$ cat src/rtl/core/dasp_pkg.sv
// ----------------------------------------------------------------------------
// dasp_pkg
// shared types, constants, microcode table and arithmetic helpers of the
// dual axis steering pi controller
// ----------------------------------------------------------------------------
package dasp_pkg;

  localparam int SERVO_MIN = 1500;
  localparam int SERVO_MAX = 3000;
  localparam int ANGLE_W   = 16;
  localparam int DT_W      = 16;
  localparam int SERVO_W   = 12;
  localparam int GAIN_W    = 24;
  localparam int KGAIN_W   = 16;
  localparam int INT_W     = 32;
  localparam int CFG_W     = 24;
  localparam int CFG_IDX_W = 3;

  localparam int MUL_A_W = 39;
  localparam int MUL_B_W = 25;
  localparam int PROD_W  = MUL_A_W + MUL_B_W;
  localparam int P33_W   = DT_W + ANGLE_W + 1;
  localparam int SUM_W   = 40;
  localparam int TERM_W  = 38;
  localparam int CMD_W   = 41;

  localparam int STEP_W = 4;
  localparam logic [STEP_W-1:0] STEP_IDLE = STEP_W'(0);
  localparam logic [STEP_W-1:0] STEP_LAST = STEP_W'(10);

  localparam logic [CFG_IDX_W-1:0] REG_GAIN_FRONT_SLIP = CFG_IDX_W'(0);
  localparam logic [CFG_IDX_W-1:0] REG_GAIN_FRONT_YAW  = CFG_IDX_W'(1);
  localparam logic [CFG_IDX_W-1:0] REG_GAIN_REAR_SLIP  = CFG_IDX_W'(2);
  localparam logic [CFG_IDX_W-1:0] REG_GAIN_REAR_YAW   = CFG_IDX_W'(3);
  localparam logic [CFG_IDX_W-1:0] REG_FRONT_MIDPOINT  = CFG_IDX_W'(4);
  localparam logic [CFG_IDX_W-1:0] REG_REAR_MIDPOINT   = CFG_IDX_W'(5);
  localparam logic [CFG_IDX_W-1:0] REG_YAW_KI          = CFG_IDX_W'(6);
  localparam logic [CFG_IDX_W-1:0] REG_YAW_KP          = CFG_IDX_W'(7);

  localparam logic [SERVO_W-1:0] MIDPOINT_RESET = SERVO_W'(2250);
  localparam logic [KGAIN_W-1:0] KI_RESET       = KGAIN_W'(410);
  localparam logic [KGAIN_W-1:0] KP_RESET       = KGAIN_W'(4096);

  localparam logic signed [SUM_W-1:0] INT32_HI = SUM_W'(64'sd2147483647);
  localparam logic signed [SUM_W-1:0] INT32_LO = SUM_W'(-64'sd2147483648);
  localparam logic signed [CMD_W-1:0] CMD_MIN  = CMD_W'(SERVO_MIN);
  localparam logic signed [CMD_W-1:0] CMD_MAX  = CMD_W'(SERVO_MAX);

  typedef struct packed {
    logic        [DT_W-1:0]    time_step;
    logic signed [ANGLE_W-1:0] slip_setpoint;
    logic signed [ANGLE_W-1:0] slip_measured;
    logic signed [ANGLE_W-1:0] yaw_setpoint;
    logic signed [ANGLE_W-1:0] yaw_measured;
  } in_t;

  typedef struct packed {
    logic [SERVO_W-1:0] servo_front;
    logic [SERVO_W-1:0] servo_rear;
    logic [1:0]         clamp_flags;
  } out_t;

  typedef struct packed {
    logic signed [GAIN_W-1:0] gain_front_slip;
    logic signed [GAIN_W-1:0] gain_front_yaw;
    logic signed [GAIN_W-1:0] gain_rear_slip;
    logic signed [GAIN_W-1:0] gain_rear_yaw;
    logic        [SERVO_W-1:0] front_midpoint;
    logic        [SERVO_W-1:0] rear_midpoint;
    logic        [KGAIN_W-1:0] yaw_integral_gain;
    logic        [KGAIN_W-1:0] yaw_proportional_gain;
  } cfg_t;

  typedef struct packed {
    logic        [DT_W-1:0]    dt;
    logic signed [ANGLE_W-1:0] slip_err;
    logic signed [ANGLE_W-1:0] yaw_err;
  } op_t;

  typedef enum logic [2:0] {
    A_ZERO     = 3'd0,
    A_SLIP_ERR = 3'd1,
    A_YAW_ERR  = 3'd2,
    A_PROD     = 3'd3,
    A_SLIP_INT = 3'd4,
    A_YAW_TERM = 3'd5
  } sel_a_e;

  typedef enum logic [2:0] {
    B_ZERO = 3'd0,
    B_DT   = 3'd1,
    B_KI   = 3'd2,
    B_KP   = 3'd3,
    B_GFS  = 3'd4,
    B_GFY  = 3'd5,
    B_GRS  = 3'd6,
    B_GRY  = 3'd7
  } sel_b_e;

  typedef enum logic [2:0] {
    ACT_NONE      = 3'd0,
    ACT_SLIP_ACC  = 3'd1,
    ACT_YAW_ACC   = 3'd2,
    ACT_YAW_TERM  = 3'd3,
    ACT_ACC_LOAD  = 3'd4,
    ACT_ACC_ADD   = 3'd5,
    ACT_FRONT_OUT = 3'd6,
    ACT_REAR_OUT  = 3'd7
  } act_e;

  typedef enum logic [1:0] {
    SEQ_NEXT     = 2'd0,
    SEQ_WAIT_IN  = 2'd1,
    SEQ_WAIT_OUT = 2'd2
  } seq_e;

  typedef struct packed {
    sel_a_e a_sel;
    sel_b_e b_sel;
    act_e   act;
    seq_e   seq;
  } ctrl_t;

  // microcode rom, one control word per step
  function automatic ctrl_t ucode(input logic [STEP_W-1:0] step);
    ctrl_t w;
    w = '{a_sel: A_ZERO, b_sel: B_ZERO, act: ACT_NONE, seq: SEQ_NEXT};
    case (step)
      4'd0: w = '{a_sel: A_ZERO,     b_sel: B_ZERO, act: ACT_NONE,      seq: SEQ_WAIT_IN};
      4'd1: w = '{a_sel: A_SLIP_ERR, b_sel: B_DT,   act: ACT_NONE,      seq: SEQ_NEXT};
      4'd2: w = '{a_sel: A_YAW_ERR,  b_sel: B_DT,   act: ACT_SLIP_ACC,  seq: SEQ_NEXT};
      4'd3: w = '{a_sel: A_PROD,     b_sel: B_KI,   act: ACT_NONE,      seq: SEQ_NEXT};
      4'd4: w = '{a_sel: A_YAW_ERR,  b_sel: B_KP,   act: ACT_YAW_ACC,   seq: SEQ_NEXT};
      4'd5: w = '{a_sel: A_SLIP_INT, b_sel: B_GFS,  act: ACT_YAW_TERM,  seq: SEQ_NEXT};
      4'd6: w = '{a_sel: A_YAW_TERM, b_sel: B_GFY,  act: ACT_ACC_LOAD,  seq: SEQ_NEXT};
      4'd7: w = '{a_sel: A_SLIP_INT, b_sel: B_GRS,  act: ACT_ACC_ADD,   seq: SEQ_NEXT};
      4'd8: w = '{a_sel: A_YAW_TERM, b_sel: B_GRY,  act: ACT_FRONT_OUT, seq: SEQ_NEXT};
      4'd9: w = '{a_sel: A_ZERO,     b_sel: B_ZERO, act: ACT_ACC_ADD,   seq: SEQ_NEXT};
      4'd10: w = '{a_sel: A_ZERO,    b_sel: B_ZERO, act: ACT_REAR_OUT,  seq: SEQ_WAIT_OUT};
      default: w = '{a_sel: A_ZERO,  b_sel: B_ZERO, act: ACT_NONE,      seq: SEQ_WAIT_OUT};
    endcase
    return w;
  endfunction

  function automatic logic signed [INT_W-1:0] sat32(input logic signed [SUM_W-1:0] v);
    logic signed [INT_W-1:0] r;
    r = INT_W'(v);
    if (v > INT32_HI) r = INT_W'(INT32_HI);
    if (v < INT32_LO) r = INT_W'(INT32_LO);
    return r;
  endfunction

  // returns {clamped flag, command}
  function automatic logic [SERVO_W:0] clamp_servo(input logic signed [CMD_W-1:0] v);
    logic signed [CMD_W-1:0] r;
    r = v;
    if (r < CMD_MIN) r = CMD_MIN;
    if (r > CMD_MAX) r = CMD_MAX;
    return {r != v, r[SERVO_W-1:0]};
  endfunction

endpackage

$ cat src/rtl/core/dasp_datapath.sv
// ----------------------------------------------------------------------------
// dasp_datapath
// shared signed multiplier, integrators, accumulator and servo clamp,
// driven one control word per cycle by the sequencer
// ----------------------------------------------------------------------------
module dasp_datapath (
  input  logic            clk_i,
  input  logic            rst_ni,
  input  dasp_pkg::ctrl_t ctrl_i,
  input  dasp_pkg::cfg_t  cfg_i,
  input  dasp_pkg::op_t   op_i,
  output dasp_pkg::out_t  res_o
);
  import dasp_pkg::*;

  logic signed [MUL_A_W-1:0] mul_a;
  logic signed [MUL_B_W-1:0] mul_b;
  logic signed [PROD_W-1:0]  prod_d, prod_q;
  logic signed [P33_W-1:0]   prod33;

  logic signed [INT_W-1:0]   slip_int_d, slip_int_q;
  logic signed [INT_W-1:0]   yaw_int_d, yaw_int_q;
  logic signed [TERM_W-1:0]  yaw_term_d, yaw_term_q;
  logic signed [PROD_W-1:0]  acc_d, acc_q;
  logic [SERVO_W:0]          front_d, front_q;

  logic signed [SUM_W-1:0]   slip_sum, yaw_sum;
  logic signed [PROD_W-1:0]  yaw_rnd, yaw_inc, eff_rnd;
  logic signed [TERM_W-1:0]  term_p;
  logic [SERVO_W-1:0]        mid;
  logic signed [CMD_W-1:0]   cmd;
  logic [SERVO_W:0]          clamped;

  assign prod33 = prod_q[P33_W-1:0];

  always_comb begin
    case (ctrl_i.a_sel)
      A_SLIP_ERR: mul_a = MUL_A_W'(op_i.slip_err);
      A_YAW_ERR:  mul_a = MUL_A_W'(op_i.yaw_err);
      A_PROD:     mul_a = MUL_A_W'(prod33);
      A_SLIP_INT: mul_a = MUL_A_W'(slip_int_q);
      A_YAW_TERM: mul_a = MUL_A_W'(yaw_term_q);
      default:    mul_a = '0;
    endcase
    case (ctrl_i.b_sel)
      B_DT:    mul_b = MUL_B_W'($signed({1'b0, op_i.dt}));
      B_KI:    mul_b = MUL_B_W'($signed({1'b0, cfg_i.yaw_integral_gain}));
      B_KP:    mul_b = MUL_B_W'($signed({1'b0, cfg_i.yaw_proportional_gain}));
      B_GFS:   mul_b = MUL_B_W'(cfg_i.gain_front_slip);
      B_GFY:   mul_b = MUL_B_W'(cfg_i.gain_front_yaw);
      B_GRS:   mul_b = MUL_B_W'(cfg_i.gain_rear_slip);
      B_GRY:   mul_b = MUL_B_W'(cfg_i.gain_rear_yaw);
      default: mul_b = '0;
    endcase
  end

  assign prod_d = PROD_W'(mul_a) * PROD_W'(mul_b);

  // integrator and term arithmetic
  assign slip_sum = SUM_W'(slip_int_q) + SUM_W'(prod33);
  assign yaw_rnd  = prod_q + PROD_W'(2048);
  assign yaw_inc  = yaw_rnd >>> 12;
  assign yaw_sum  = SUM_W'(yaw_int_q) + SUM_W'(yaw_inc);
  assign term_p   = TERM_W'(prod33);

  // effort rounding, midpoint offset and clamp
  assign mid     = (ctrl_i.act == ACT_REAR_OUT) ? cfg_i.rear_midpoint : cfg_i.front_midpoint;
  assign eff_rnd = (acc_q + PROD_W'(64'sd8388608)) >>> 24;
  assign cmd     = CMD_W'(eff_rnd) + CMD_W'($signed({1'b0, mid}));
  assign clamped = clamp_servo(cmd);

  always_comb begin
    slip_int_d = slip_int_q;
    yaw_int_d  = yaw_int_q;
    yaw_term_d = yaw_term_q;
    acc_d      = acc_q;
    front_d    = front_q;
    case (ctrl_i.act)
      ACT_SLIP_ACC:  slip_int_d = sat32(slip_sum);
      ACT_YAW_ACC:   yaw_int_d  = sat32(yaw_sum);
      ACT_YAW_TERM:  yaw_term_d = TERM_W'(yaw_int_q) + (term_p <<< 4);
      ACT_ACC_LOAD:  acc_d      = prod_q;
      ACT_ACC_ADD:   acc_d      = acc_q + prod_q;
      ACT_FRONT_OUT: begin
        front_d = clamped;
        acc_d   = prod_q;
      end
      default: ;
    endcase
  end

  always_ff @(posedge clk_i or negedge rst_ni) begin
    if (!rst_ni) begin
      slip_int_q <= '0;
      yaw_int_q  <= '0;
    end else begin
      slip_int_q <= slip_int_d;
      yaw_int_q  <= yaw_int_d;
    end
  end

  always_ff @(posedge clk_i) begin
    prod_q     <= prod_d;
    yaw_term_q <= yaw_term_d;
    acc_q      <= acc_d;
    front_q    <= front_d;
  end

  assign res_o.servo_front = front_q[SERVO_W-1:0];
  assign res_o.servo_rear  = clamped[SERVO_W-1:0];
  assign res_o.clamp_flags = {clamped[SERVO_W], front_q[SERVO_W]};

endmodule

$ cat src/rtl/core/dual_axis_steering_pi_controller_top.sv
// ----------------------------------------------------------------------------
// dual_axis_steering_pi_controller_top
// two axis steering pi controller: microcoded sequencer over one shared
// multiplier, with configuration registers and item handshakes
// ----------------------------------------------------------------------------
// sequencing: an accepted item runs the eleven microcode steps, which share a
//   single 39x25 multiplier; no new item is taken until the program returns
//   to the idle step, and the last step holds while a result waits
// reset: asynchronous, active low; integrators cleared, registers to defaults
module dual_axis_steering_pi_controller_top (
  input  logic                                clk_i,
  input  logic                                rst_ni,
  input  logic                                in_valid_i,
  output logic                                in_ready_o,
  input  dasp_pkg::in_t                       in_data_i,
  output logic                                out_valid_o,
  input  logic                                out_ready_i,
  output dasp_pkg::out_t                      out_data_o,
  input  logic                                cfg_we_i,
  input  logic [dasp_pkg::CFG_IDX_W-1:0]      cfg_index_i,
  input  logic [dasp_pkg::CFG_W-1:0]          cfg_data_i
);
  import dasp_pkg::*;

  logic [STEP_W-1:0] step_d, step_q;
  ctrl_t             uc;
  cfg_t              cfg_q;
  op_t               op_q;
  out_t              res, out_q;
  logic              out_valid_d, out_valid_q;
  logic              in_fire, out_busy, finish;

  assign uc         = ucode(step_q);
  assign in_ready_o = (uc.seq == SEQ_WAIT_IN);
  assign in_fire    = in_valid_i && in_ready_o;
  assign out_busy   = out_valid_q && !out_ready_i;
  assign finish     = (uc.seq == SEQ_WAIT_OUT) && !out_busy;

  always_comb begin
    step_d = step_q;
    case (uc.seq)
      SEQ_NEXT:     step_d = step_q + STEP_W'(1);
      SEQ_WAIT_IN:  if (in_valid_i) step_d = step_q + STEP_W'(1);
      SEQ_WAIT_OUT: if (!out_busy) step_d = STEP_IDLE;
      default:      step_d = STEP_IDLE;
    endcase
  end

  always_comb begin
    out_valid_d = out_valid_q;
    if (finish) begin
      out_valid_d = 1'b1;
    end else if (out_ready_i) begin
      out_valid_d = 1'b0;
    end
  end

  always_ff @(posedge clk_i or negedge rst_ni) begin
    if (!rst_ni) begin
      step_q      <= STEP_IDLE;
      out_valid_q <= 1'b0;
    end else begin
      step_q      <= step_d;
      out_valid_q <= out_valid_d;
    end
  end

  always_ff @(posedge clk_i or negedge rst_ni) begin
    if (!rst_ni) begin
      cfg_q.gain_front_slip       <= '0;
      cfg_q.gain_front_yaw        <= '0;
      cfg_q.gain_rear_slip        <= '0;
      cfg_q.gain_rear_yaw         <= '0;
      cfg_q.front_midpoint        <= MIDPOINT_RESET;
      cfg_q.rear_midpoint         <= MIDPOINT_RESET;
      cfg_q.yaw_integral_gain     <= KI_RESET;
      cfg_q.yaw_proportional_gain <= KP_RESET;
    end else if (cfg_we_i) begin
      case (cfg_index_i)
        REG_GAIN_FRONT_SLIP: cfg_q.gain_front_slip <= $signed(cfg_data_i[GAIN_W-1:0]);
        REG_GAIN_FRONT_YAW:  cfg_q.gain_front_yaw  <= $signed(cfg_data_i[GAIN_W-1:0]);
        REG_GAIN_REAR_SLIP:  cfg_q.gain_rear_slip  <= $signed(cfg_data_i[GAIN_W-1:0]);
        REG_GAIN_REAR_YAW:   cfg_q.gain_rear_yaw   <= $signed(cfg_data_i[GAIN_W-1:0]);
        REG_FRONT_MIDPOINT:  cfg_q.front_midpoint  <= cfg_data_i[SERVO_W-1:0];
        REG_REAR_MIDPOINT:   cfg_q.rear_midpoint   <= cfg_data_i[SERVO_W-1:0];
        REG_YAW_KI:          cfg_q.yaw_integral_gain     <= cfg_data_i[KGAIN_W-1:0];
        REG_YAW_KP:          cfg_q.yaw_proportional_gain <= cfg_data_i[KGAIN_W-1:0];
        default: ;
      endcase
    end
  end

  // angle errors wrap at the field width
  always_ff @(posedge clk_i) begin
    if (in_fire) begin
      op_q.dt       <= in_data_i.time_step;
      op_q.slip_err <= in_data_i.slip_setpoint - in_data_i.slip_measured;
      op_q.yaw_err  <= in_data_i.yaw_setpoint - in_data_i.yaw_measured;
    end
    if (finish) begin
      out_q <= res;
    end
  end

  dasp_datapath u_datapath (
    .clk_i  (clk_i),
    .rst_ni (rst_ni),
    .ctrl_i (uc),
    .cfg_i  (cfg_q),
    .op_i   (op_q),
    .res_o  (res)
  );

  assign out_valid_o = out_valid_q;
  assign out_data_o  = out_q;

  a_step_range: assert property (@(posedge clk_i) disable iff (!rst_ni)
    step_q <= STEP_LAST)
    else $error("step counter out of program");

  a_accept_starts: assert property (@(posedge clk_i) disable iff (!rst_ni)
    in_fire |=> (step_q == STEP_IDLE + STEP_W'(1)) && !in_ready_o)
    else $error("accepted item did not start the program");

  a_finish_delivers: assert property (@(posedge clk_i) disable iff (!rst_ni)
    finish |=> out_valid_o && in_ready_o)
    else $error("finished item not presented");

  a_no_drop: assert property (@(posedge clk_i) disable iff (!rst_ni)
    (step_q == STEP_LAST) && out_busy |=> step_q == STEP_LAST)
    else $error("sequencer left last step while result pending");

endmodule

$ cat config.mk
export PLATFORM = sky130hd
export DESIGN_NAME = dual_axis_steering_pi_controller_top
export DESIGN_NICKNAME = d
export VERILOG_FILES = /design/src/rtl/core/dasp_pkg.sv /design/src/rtl/core/dasp_datapath.sv /design/src/rtl/core/dual_axis_steering_pi_controller_top.sv
export SDC_FILE = /design/constraint.sdc
export NUM_CORES = 2
export LEC_CHECK = 0
export BUFFER_PORTS_ARGS = -buffer_cell sky130_fd_sc_hd__buf_4
export CELL_PAD_IN_SITES_DETAIL_PLACEMENT = 0
export CELL_PAD_IN_SITES_GLOBAL_PLACEMENT = 1
export CORE_MARGIN = 4
export CORE_UTILIZATION = 50
export CTS_CLUSTER_DIAMETER = 100
export DETAILED_ROUTE_END_ITERATION = 6
export HOLD_SLACK_MARGIN = 0.05
export PLACE_DENSITY_LB_ADDON = 0.15
export SYNTH_ARGS = -nofsm -noshare
export SYNTH_HDL_FRONTEND = slang
export SYNTH_HIERARCHICAL = 1
export SYNTH_SLANG_ARGS = --single-unit
export TNS_END_PERCENT = 50
$ cat constraint.sdc
create_clock -name clk_i -period 10.8 [get_ports clk_i]
set_clock_uncertainty 0.05 [all_clocks]
set_input_delay 0 -clock clk_i [delete_from_list [all_inputs] [get_ports clk_i]]
set_output_delay 0 -clock clk_i [all_outputs]
set_load 0.03 [all_outputs]
==> Word-level counts from Yosys, hierarchy flattened <==
Memories as Yosys holds them, arrays and structs flattened.
Cells that the tools add are included.
{ "op_classes": {"addsub": 10, "mul": 1, "magnitude_cmp": 6, "n_eq_ne": 31, "n_mux": 15, "n_reduce_logical": 19} }
{ "ops": {"columns": ["cell", "n"], "rows": [
  ["case mux 39 bit (5 select lines)", 1],
  ["case mux 25 bit (7 select lines)", 1],
  ["two-way mux 32 bit", 4],
  ["case mux 64 bit (2 select lines)", 1],
  ["two-way mux 41 bit", 2],
  ["greater-than comparator 40 x 32 -> 1 bit (second input constant)", 2],
  ["< comparator 40 x 32 -> 1 bit (second input constant)", 2],
  ["adder 64 x 25 -> 64 bit (second input constant)", 1],
  ["adder 64 bit", 1],
  ["multiplier 39 x 25 -> 64 bit", 1],
  ["adder 52 x 13 -> 52 bit (second input constant)", 1],
  ["== test 3 bit (second input constant)", 14],
  ["adder 40 x 13 -> 41 bit", 1],
  ["greater-than comparator 41 x 13 -> 1 bit (second input constant)", 1],
  ["< comparator 41 x 12 -> 1 bit (second input constant)", 1],
  ["inequality test 41 bit", 1],
  ["adder 32 x 40 -> 40 bit", 1],
  ["adder 32 x 37 -> 38 bit", 1],
  ["adder 32 x 33 -> 34 bit", 1],
  ["subtractor 16 bit", 2],
  ["== test 3 x 2 -> 1 bit (second input constant)", 8],
  ["AND reduction 2 bit", 9],
  ["== test 3 x 1 -> 1 bit (second input constant)", 4],
  ["two-way mux 12 bit", 1],
  ["13 further kinds", 20]
]} }
{ "totals": {"reg_bits": 474, "rom_bits": 176, "inputBits": 112, "out_inout_bits": 28, "memories": 1} }
{ "mem_list": {"columns": ["name", "depth", "word_bits", "read_ports", "rd_ports_with_merged_regs", "write_ports", "line", "text"], "rows": [
  ["(name not given)", 16, 11, 1, 0, 0, "dasp_pkg.sv:128", "case (step)"]
]} }

==> Depth between registers and ports, before layout <==
An unclocked memory read counts as a cell.
{ "depth": {"depth_word": 9, "mapped_depth": 42, "depth_no_buf": 38} }

==> Modules after synthesis <==
Netlist, hierarchy kept.
{ "modules_own_cells": {"columns": ["mod", "n_inst", "cells_each", "area_each_um2", "seq_area_each_um2"], "rows": [
  ["dasp_datapath", 1, 6086, 53598.9, 6336.1],
  ["dual_axis_steering_pi_controller_top", 1, 668, 9828.2, 6170.9]
]} }

==> Worst setup path before layout <==
Ideal clock, no wire load.
{ "synth_path": {"path_kind": "register to register", "startpoint": "register step_q[1]", "endpoint": "register u_datapath.prod_q[62]", "setup_time_ns": 0.072, "arrival_ns": 9.658, "path_slack_ns": 1.020, "path_stages_with_launch": 35, "n_path_buf": 5, "synth_period_minus_slack_ns": 9.780, "path_cell_list": "dfrtp_1 -> inv_1 -> ha_1 -> inv_1 -> o21a_1 -> o22ai_1 -> clkbuf_1 -> clkbuf_1 -> clkbuf_1 -> mux4_2 -> nand2_1 -> clkbuf_1 -> nor2_1 -> fa_1 -> inv_1 -> fa_1 -> inv_1 -> fa_1 -> fa_1 -> fa_1 -> fa_1 -> fa_1 -> ha_1 -> clkbuf_1 -> and3_1 -> a311oi_1 -> o21ai_0 -> a21o_1 -> a22o_1 -> a21oi_1 -> a21oi_1 -> a221oi_1 -> o21ai_0 -> a21oi_1 -> xnor2_1"} }
{ "synth_rtl": {"columns": ["element", "line", "text"], "rows": [
  ["start: declaration", "dual_axis_steering_pi_controller_top.sv:25", "logic [STEP_W-1:0] step_d, step_q;"],
  ["start signal: assignment", "dual_axis_steering_pi_controller_top.sv:63", "step_q <= step_d;"],
  ["end signal: assignment", "dasp_datapath.sv:103", "prod_q <= prod_d;"],
  ["end: declaration", "dasp_datapath.sv:18", "logic signed [PROD_W-1:0] prod_d, prod_q;"]
]} }

==> implementation parameters <==
Parameter                              Value

Status
  Result of the run ... complete, no violations

Critical path
  Peak fanout along the critical path ... 25
  Total stage count of the critical path ... 32
  Critical Path Max Stage Delay ... 0.59 ns
  Critical Setup Path Class ... reg -> reg
  Data required time at the worst endpoint ... 11.31 ns
  Element type at the critical path end ... register
  Cell family contributing the most delay on the critical path ... adder cells
  Count of buffering cells on the critical path with inverters included ... 6
  Slowest CP cell ... mux4_2
  Arrival time at the worst endpoint ... roughly 11 ns
  Nature of the critical path startpoint ... register
  Reg2Reg Depth ... 32
  Cell type with the highest occurrence count on the critical path ... fa_1

Floorplanning
  Top-level port count ... 140
  Initial core utilization ... 0.504
  Die boundary width ... 364 um
  Std-Cell Rows ... 130
  Die Outline Area ... around 130,000 um^2
  Vertical extent of the die ... approximately 360 um
  Core region area ... 126,000 um^2

Timing
  Final hold vios ... 0
  Post-layout min period ... 10.26 ns
  Setup violations, final ... 0
  Slew margin rel. ... 0.183
  Final-layout setup total negative slack ... 0 ns
  Part of the cycle the worst path needs ... 0.950
  Unrepaired setup endpoints after global routing ... false
  Maximum operating frequency ... just under 0.1 GHz
  Actual slew at the worst max-slew pin ... roughly 1.2 ns
  Slew Viols, Final ... 0

Global routing
  Met1 global-route usage ... 0.427
  Tot GR Track Use ... 0.302
  Busiest layer in global routing ... met2
  Number of antenna violations at the first check in global routing ... 4
  Met2 Track Usage GR ... 0.476
  Pin count of the biggest net entering global routing ... 77
  Number of global-route vias before repair ... 52,200
  Global-route wire length before repair ... roughly 310 mm
  Total grt overflow ... 0
  Global-route track usage on met3 ... 0.0558

Placed design
  Placed cells ... 8,441
  Input/output buffers ... 139
  Global placement routability congestion ... 0.922
  Hpwl dp ... 155 mm

Detailed routing
  Via density per instance ... 5.73
  Wire per inst ... 22.6 um
  Detailed Routing Iterations Pass 1 ... 6
  First DRT Iteration DRCs ... 4,106
  Drt total wl ... 198 mm
  Number of remaining DRC errors ... 0
  Vias after detailed routing ... 50,100
  Number of nets still failing antenna checks after routing ... 0

Cells and area
  Proportion of layout cells with a drive suffix above 1 ... 0.113
  Post-layout instance count excluding filler cells ... slightly below 9,000
  Fill cell instance count of the final layout ... between 10,000 and 15,000
  Sequential standard cell area ... 12,500 um^2
  Count of nets after finishing ... approximately 8,500
  Area grow syn2layout ... 12.5%
  Area taken by multi-input logic gates ... around 47,000 um^2

Clocking
  Clock tree sinks ... 474
  Clock Pin Slew Worst Setup and Hold Paths ... 0.06 ns
  Insertion delay to the later sink of the worst-skew pair ... between 0.7 and 0.8 ns
  Root buffer cell ... clkbuf_16
  Clock tree from TritonCTS ... built
  Number of levels the H-tree was split into ... 2
  Number of buffers created by CTS ... 57
  CTS max path bufs ... 3

Flow run
  Number of violations of the max-capacitance limit ... 0

Hold path
  Path class of the lowest-slack min-delay path ... in -> reg
  Hold Path Cell Cnt ... 3

Synth
  Post-synthesis instance total ... 6,752
  Average cell area after synthesis ... 9.39 um^2
  Warnings from Yosys ... 6
  Net count after synthesis ... 8,221
  Synth Cell Area ... about 63,000 um^2
[tightest hold or removal path, stage by stage]
cell,delay (ns)
dlygate4sd3_1,0.52
buf_4,0.14
mux2_2,0.14
[cell usage in the layout (no fill, tap or decap), types with 42 or more instances in the layout]
cell / count
dfxtp_1: 64
ha_1: 385
nand4_1: 50
xnor2_1: 210
clkbuf_16: 57
nor3_1: 55
buf_4: 349
a21o_1: 141
dfrtp_1: 205
nor2b_1: 54
o21a_1: 42
xor2_1: 111
dlygate4sd3_1: 165
fa_1: 972
nand2_1: 897
mux2_2: 196
a21oi_1: 303
and2_1: 53
and3_1: 51
edfxtp_1: 189
o21ai_0: 222
nand2b_1: 82
nand3_1: 116
inv_1: 944
a211oi_1: 46
nor2_1: 515
[final cells by class]
type                       instances  area share
multi-input combinational       5025       0.652
sequential                       474       0.175
timing repair buffer             537      0.0661
inverter                         945      0.0497
tap                             1650      0.0289
clock buffer                      69      0.0211
clock inverter                    39     0.00661
antenna                            3    0.000105
[final timing paths]
path,startpoint,end,slack [ns]
max reg2reg,step_q[0],u_datapath/prod_q[62],0.54
max in group asynchronous,rst_ni,cfg_q[150],8.55
min,cfg_data_i[12],cfg_q[116],0.08
min in group asynchronous,rst_ni,cfg_q[51],0.41
min reg2reg,u_datapath/front_q[8],out_data_o[22],0.35
max,step_q[0],u_datapath/prod_q[62],0.54
[registers in the layout, summed over array words and instances (netlist names)]
register	count
u_datapath/yaw_term_q	38
out_data_o	26
u_datapath/front_q	13
u_datapath/yaw_int_q	32
u_datapath/acc_q	64
u_datapath/slip_int_q	32
step_q	4
op_q	48
out_valid_o	1
u_datapath/prod_q	64
cfg_q	152
[metrics by stage]
stage	util	worst slack, ns	hold slack [ns]	instance area [um^2]
2_1_floorplan	-	1.02	-0.346	63400
3_3_place_gp	0.536	0.295	0.0161	67300
3_5_place_dp	0.536	0.256	0.0181	67300
4_1_cts	0.565	0.152	0.0508	71000
5_1_grt	0.567	0.0213	0.0762	71300
6_report	0.567	0.535	0.0818	71300
[what timing repair did]
| item | 4_1_cts | 5_1_grt |
|---|---|---|
| resized for setup | 0 | 14 |
| hold buffers | 166 | 0 |
| setup buffers | 0 | 20 |
| endpoints found under the hold margin | 288 | 0 |
| setup endpoints to repair | 0 | 13 |
[routing by layer]
metal	vias to the layer above	wire length, um
li1	22700	-
met1	25300	85400
met2	1764	88300
met3	302	16400
met4	0	7420
met5	-	0
Power is not shown: default switching activity piles up to over one toggle a cycle in this logic, so the estimate is an artifact.
